<file path="src/hdl/cau_pkg.sv">
// Types, codes and helpers for the complex ALU.
// No dependencies; used by every RTL file of the block.
`default_nettype none
package cau_pkg;

    localparam int PROD_W  = 64;
    localparam int QBITS   = 34;
    localparam int DIV_W   = PROD_W + QBITS;
    localparam int LATENCY = 3 + QBITS + 1;

    typedef enum logic [3:0] {
        CMD_ADD       = 4'd0,
        CMD_SUB       = 4'd1,
        CMD_MUL       = 4'd2,
        CMD_SCALE_MUL = 4'd3,
        CMD_DIV       = 4'd4,
        CMD_SCALE_DIV = 4'd5,
        CMD_CONJ      = 4'd6,
        CMD_MOD2      = 4'd7,
        CMD_EQ        = 4'd8,
        CMD_NE        = 4'd9
    } cmd_t;

    typedef enum logic [1:0] {
        ST_OK       = 2'd0,
        ST_DIV_ZERO = 2'd1,
        ST_SAT      = 2'd2
    } status_t;

    typedef struct packed {
        logic              neg;
        logic [PROD_W-1:0] mag;
    } smag_t;

    typedef struct packed {
        logic              valid;
        logic              div_op;
        logic              dz;
        logic              zero_out;
        logic              cmp;
        logic              huge_re;
        logic              huge_im;
        smag_t             re;
        smag_t             im;
        logic [PROD_W-1:0] den;
        logic [QBITS-1:0]  q_re;
        logic [QBITS-1:0]  q_im;
        logic [DIV_W-1:0]  r_re;
        logic [DIV_W-1:0]  r_im;
    } lane_t;

    function automatic smag_t to_smag(input logic signed [PROD_W:0] v);
        smag_t         r;
        logic [PROD_W:0] n;
        n     = -v;
        r.neg = v[PROD_W];
        r.mag = v[PROD_W] ? n[PROD_W-1:0] : v[PROD_W-1:0];
        return r;
    endfunction

endpackage
`default_nettype wire

</file>
<file path="src/hdl/cau_div_cell.sv">
// One restoring-division cell: resolves quotient bit SHIFT of both parts.
// Depends on cau_pkg.
`default_nettype none
module cau_div_cell #(
    parameter int SHIFT = 0
) (
    input  wire logic      clk,
    input  wire logic      rst_n,
    input  cau_pkg::lane_t lane_in,
    output cau_pkg::lane_t lane_out
);
    import cau_pkg::*;

    logic [DIV_W-1:0] dsh;
    logic             ge_re, ge_im;
    lane_t            lane_next, lane_reg;

    always_comb
    begin
        dsh       = DIV_W'(lane_in.den) << SHIFT;
        ge_re     = (lane_in.r_re >= dsh);
        ge_im     = (lane_in.r_im >= dsh);
        lane_next = lane_in;
        lane_next.q_re[SHIFT] = ge_re;
        lane_next.q_im[SHIFT] = ge_im;
        if (ge_re)
        begin
            lane_next.r_re = lane_in.r_re - dsh;
        end
        if (ge_im)
        begin
            lane_next.r_im = lane_in.r_im - dsh;
        end
    end

    always_ff @(posedge clk or negedge rst_n)
    begin
        if (!rst_n)
        begin
            lane_reg.valid <= 1'b0;
        end
        else
        begin
            lane_reg <= lane_next;
        end
    end

    assign lane_out = lane_reg;

endmodule
`default_nettype wire

</file>
<file path="config.mk">
export PLATFORM = sky130hd
export DESIGN_NAME = cau_div_cell
export DESIGN_NICKNAME = d
export VERILOG_FILES = /design/src/hdl/cau_pkg.sv /design/src/hdl/cau_div_cell.sv
export SDC_FILE = /design/constraint.sdc
export NUM_CORES = 1
export LEC_CHECK = 0
export BUFFER_PORTS_ARGS = -buffer_cell sky130_fd_sc_hd__buf_2
export CORE_AREA = 2 2 362 364
export CTS_BUF_LIST = sky130_fd_sc_hd__clkbuf_8
export DETAILED_ROUTE_END_ITERATION = 10
export DIE_AREA = 0 0 364 366
export MAX_ROUTING_LAYER = met4
export PLACE_DENSITY = 0.37
export SYNTH_ARGS = -nofsm -noshare
export SYNTH_HDL_FRONTEND = slang
export SYNTH_SLANG_ARGS = --single-unit
</file>
<file path="constraint.sdc">
create_clock -name clk -period 0.8 [get_ports clk]
set_input_delay 0.04 -clock clk [delete_from_list [all_inputs] [get_ports clk]]
set_output_delay 0.04 -clock clk [all_outputs]
set_load 0.02 [all_outputs]
</file>
==> flow_summary.json <==
{
  "num-nets-final": 5590,
  "grt.met3_usage_pct": 6.200,
  "io_buffers": 929,
  "grt_busiest_layer": "met2",
  "p_leak_nw": 22.87,
  "placed_cell_area_um2": 40100,
  "cp_cell_sequence": "buf_12 -> inv_12 -> ha_4 -> inv_2 -> fa_2 -> a21o_1 -> a221o_1 -> a221oi_4 -> buf_6 -> a21oi_4 -> a311oi_4 -> a31oi_4 -> a31o_1 -> or4b_4 -> nor4b_4 -> xor2_1",
  "numCtsBuffers": 94,
  "finalCoreUtilization_pct": 41.70,
  "initial_utilization_pct": 19.56,
  "timing.critical_path.fanout_max": 4,
  "gp_congestion": 0.8831,
  "fp-row-count": 132,
  "ir_worst_vdd_uv": 1518,
  "crit_path_max_incr_delay_ns": 0.59,
  "comb_power_share_pct": 34.8,
  "post-route-worst-setup-slack_ns": -2.202,
  "result_of_the_run": "finished, violations left",
  "syn_area_um2": 25230,
  "finalMaxSlewViolations": 0,
  "grt_pass1_wl_mm": 220.5,
  "detailedPlacementHpwl_mm": 125.6,
  "max_freq_mhz": 333.1,
  "depth_of_the_cts_h_tree": 3,
  "setup_viol_count_final": 665,
  "largest_register_ff_count": 465,
  "boundaryPins": 932,
  "holdCritPathClass": "in -> reg",
  "cts.sink_count": 465,
  "post_synth_inst_count": 2333,
  "grt_antenna_before_repair": 54,
  "clock_path_buffers": 3,
  "synth_edf_count": 464,
  "finalHoldWorstSlack_ns": -0.5751,
  "grt_pass1_vias": 30960,
  "preCtsSetupSlack_ns": -3.315,
  "cellInternalPower_w": 0.05685,
  "worst-setup-path-type": "in -> reg",
  "relSlewSlack_pct": 59.02,
  "tightest_slew_ns": 0.6083,
  "dr.first_iter.drc_count": 1582,
  "vias_per_cell": 4.312,
  "floorplan.die.width_um": 364,
  "drive_above_1_share_pct": 52.46,
  "grt_start_max_net_pins": 32,
  "clock_power_share_pct": 29.3,
  "count_of_endpoints_failing_hold_in_the_final_timing_report": 53,
  "finalSetupTns_ns": -645.74,
  "synth_sequential_area_ratio_pct": 55.33,
  "drtPass1Iterations": 5,
  "remaining_drc_errors": 0,
  "postSynth.asyncResetShare_pct": 0.2151,
  "synth_ff_type": "edfxtp_1",
  "cts_tree": "done",
  "power.density_cell_area_nw_per_um2": 1605,
  "synth_cell_type_count": 78,
  "areaGrowthSynthToFinish_pct": 113.2,
  "detailed_route_wl_mm": 160.6,
  "yosys_register_bits": 465,
  "sw_power_w": 0.02948,
  "grt_setup_unrepaired": "yes",
  "route.detailed.wl_per_inst_um": 23.48,
  "slowest_stage": "or4b_4",
  "design.die.area_um2": 133200,
  "syn_warnings": 0,
  "cts.clk_slew.worst_paths_ns": 0.06,
  "fin_crit_sh_pct": 375.2,
  "power.share.switching_pct": 34.15,
  "count_of_max_cap_constraint_violations": 0,
  "globalRouteMet2Util_pct": 40.91,
  "failed_checks": "hold timing, setup timing",
  "grtUsageTotal_pct": 23.96,
  "startpoint_type": "input pin",
  "grt_util_met1_pct": 25.98,
  "antenna_violating_nets_post_route": 0,
  "timing.critical_path.arrival_ns": 3.55,
  "design.core.area_um2": 129000,
  "die_h_um": 366,
  "register_share_of_total_power_pct": 35.9,
  "synthesis.area_per_instance_um2": 10.81,
  "synthesis.nets": 2930,
  "required_time_worst_endpoint_ns": 1.35,
  "layout.filler_cells": 12760,
  "post_route_minimum_period_ns": 3.002,
  "global_route.overflow_total": 0,
  "cts_root_buf": "clkbuf_8",
  "final_area_um2": 53790,
  "worst_setup_path_end_kind": "flop",
  "detailroute.via_count": 29500,
  "fin_total_pwr_w": 0.08632
}
## layout make-up
type / instances / area, um2 / area share, %
antenna: 37 / 92.59 / 0.1721
multi-input combinational: 1653 / 14190 / 26.38
clock inverter: 71 / 493.0 / 0.9164
tap: 1742 / 2180 / 4.052
clock buffer: 95 / 1308 / 2.431
timing repair buffer: 2661 / 20930 / 38.91
sequential: 465 / 13960 / 25.95
timing repair inverter: 1 / 30.03 / 0.05582
inverter: 117 / 613.1 / 1.140
## cell usage after synthesis, types with 9 or more instances
cell | number | area share [%]
clkbuf_1 | 75 | 1.1
a21oi_1 | 277 | 5.5
edfxtp_1 | 464 | 55
o21ai_0 | 140 | 2.8
buf_2 | 23 | 0.46
nand4_1 | 61 | 1.5
o31ai_1 | 17 | 0.51
nand2_1 | 179 | 2.7
inv_1 | 116 | 1.7
nand3_1 | 32 | 0.63
a21o_1 | 44 | 1.3
a31oi_1 | 16 | 0.40
nand2b_1 | 11 | 0.27
xnor2_1 | 108 | 3.7
nor4_1 | 28 | 0.69
or4_1 | 17 | 0.51
xor2_1 | 78 | 2.7
a211oi_1 | 19 | 0.57
or3_1 | 14 | 0.35
o21bai_1 | 39 | 1.2
o21a_1 | 11 | 0.33
ha_1 | 128 | 6.3
and3_1 | 11 | 0.27
a21boi_0 | 9 | 0.27
nor2_1 | 238 | 3.5
nor3_1 | 61 | 1.2
## power by group through the flow
stage	clock [W]	sequential (W)	combinational (W)
detailed placement	0	0.0314	0.0246
finish	0.0253	0.0309	0.0301
CTS	0.0262	0.0309	0.0288
floorplan	0	0.0344	0.00743
global placement	0	0.0314	0.0247
global route	0.0271	0.0311	0.0320
## stage by stage
step | instances | hold WS [ns]
6_report | 6842 | -0.5751
2_1_floorplan | 2333 | -0.2556
3_3_place_gp | 5835 | 0.2139
5_1_grt | 6840 | -0.6505
3_5_place_dp | 5835 | 0.2102
4_1_cts | 6759 | -0.6783
## worst paths after layout
check / startpoint / to / cells past startpoint
max: lane_in[0] / lane_out[68] / 16
min: lane_in[265] / lane_out[265] / 1
max in group asynchronous: rst_n / lane_out[464] / 5
min in group asynchronous: rst_n / lane_out[464] / 5
## cell usage in the layout (no fill, tap or decap), types with 82 or more instances in the layout
cell type / count
edfxtp_1: 464
clkbuf_8: 95
nor2_1: 131
buf_6: 94
xnor2_1: 90
buf_4: 895
nor2_4: 82
nand2_1: 154
buf_2: 894
dlygate4sd3_1: 695
a21oi_1: 170
a21oi_2: 89
inv_1: 91
## worst max-delay path: cells and delay by family
family          cells  cell delay, ns
fa+ha+maj           2            0.46
xor+xnor            1            0.09
compound gates      7            1.75
buf+inv             4            0.34
simple gates        2            0.83
## layer usage
metal,wire length [um],vias up
li1,-,14090
met1,62360,14230
met2,80850,908
met3,10200,274
met4,7233,0
met5,0,-
## cells by family after synthesis
| family | Yosys count | synth area share [%] |
|---|---|---|
| and+or+nand+nor | 708 | 13.46 |
| AOI/OAI and AO/OA | 624 | 14.72 |
| DFF | 465 | 55.33 |
| buffers and inverters | 216 | 3.328 |
| xor gates and xnor gates | 187 | 6.522 |
| adders and majority gates | 130 | 6.507 |
| muxes | 3 | 0.1339 |
## what timing repair did
action / 4_1_cts / 5_1_grt
cloned: 23 / 1
hold buffers: 679 / 69
resized for setup: 512 / 324
pin swaps: 129 / 195
hold endpoints to repair: 928 / 116
setup buffers: 69 / 56
setup endpoints to repair: 663 / 665
No activity file was read; power rests on OpenSTA's default activity.
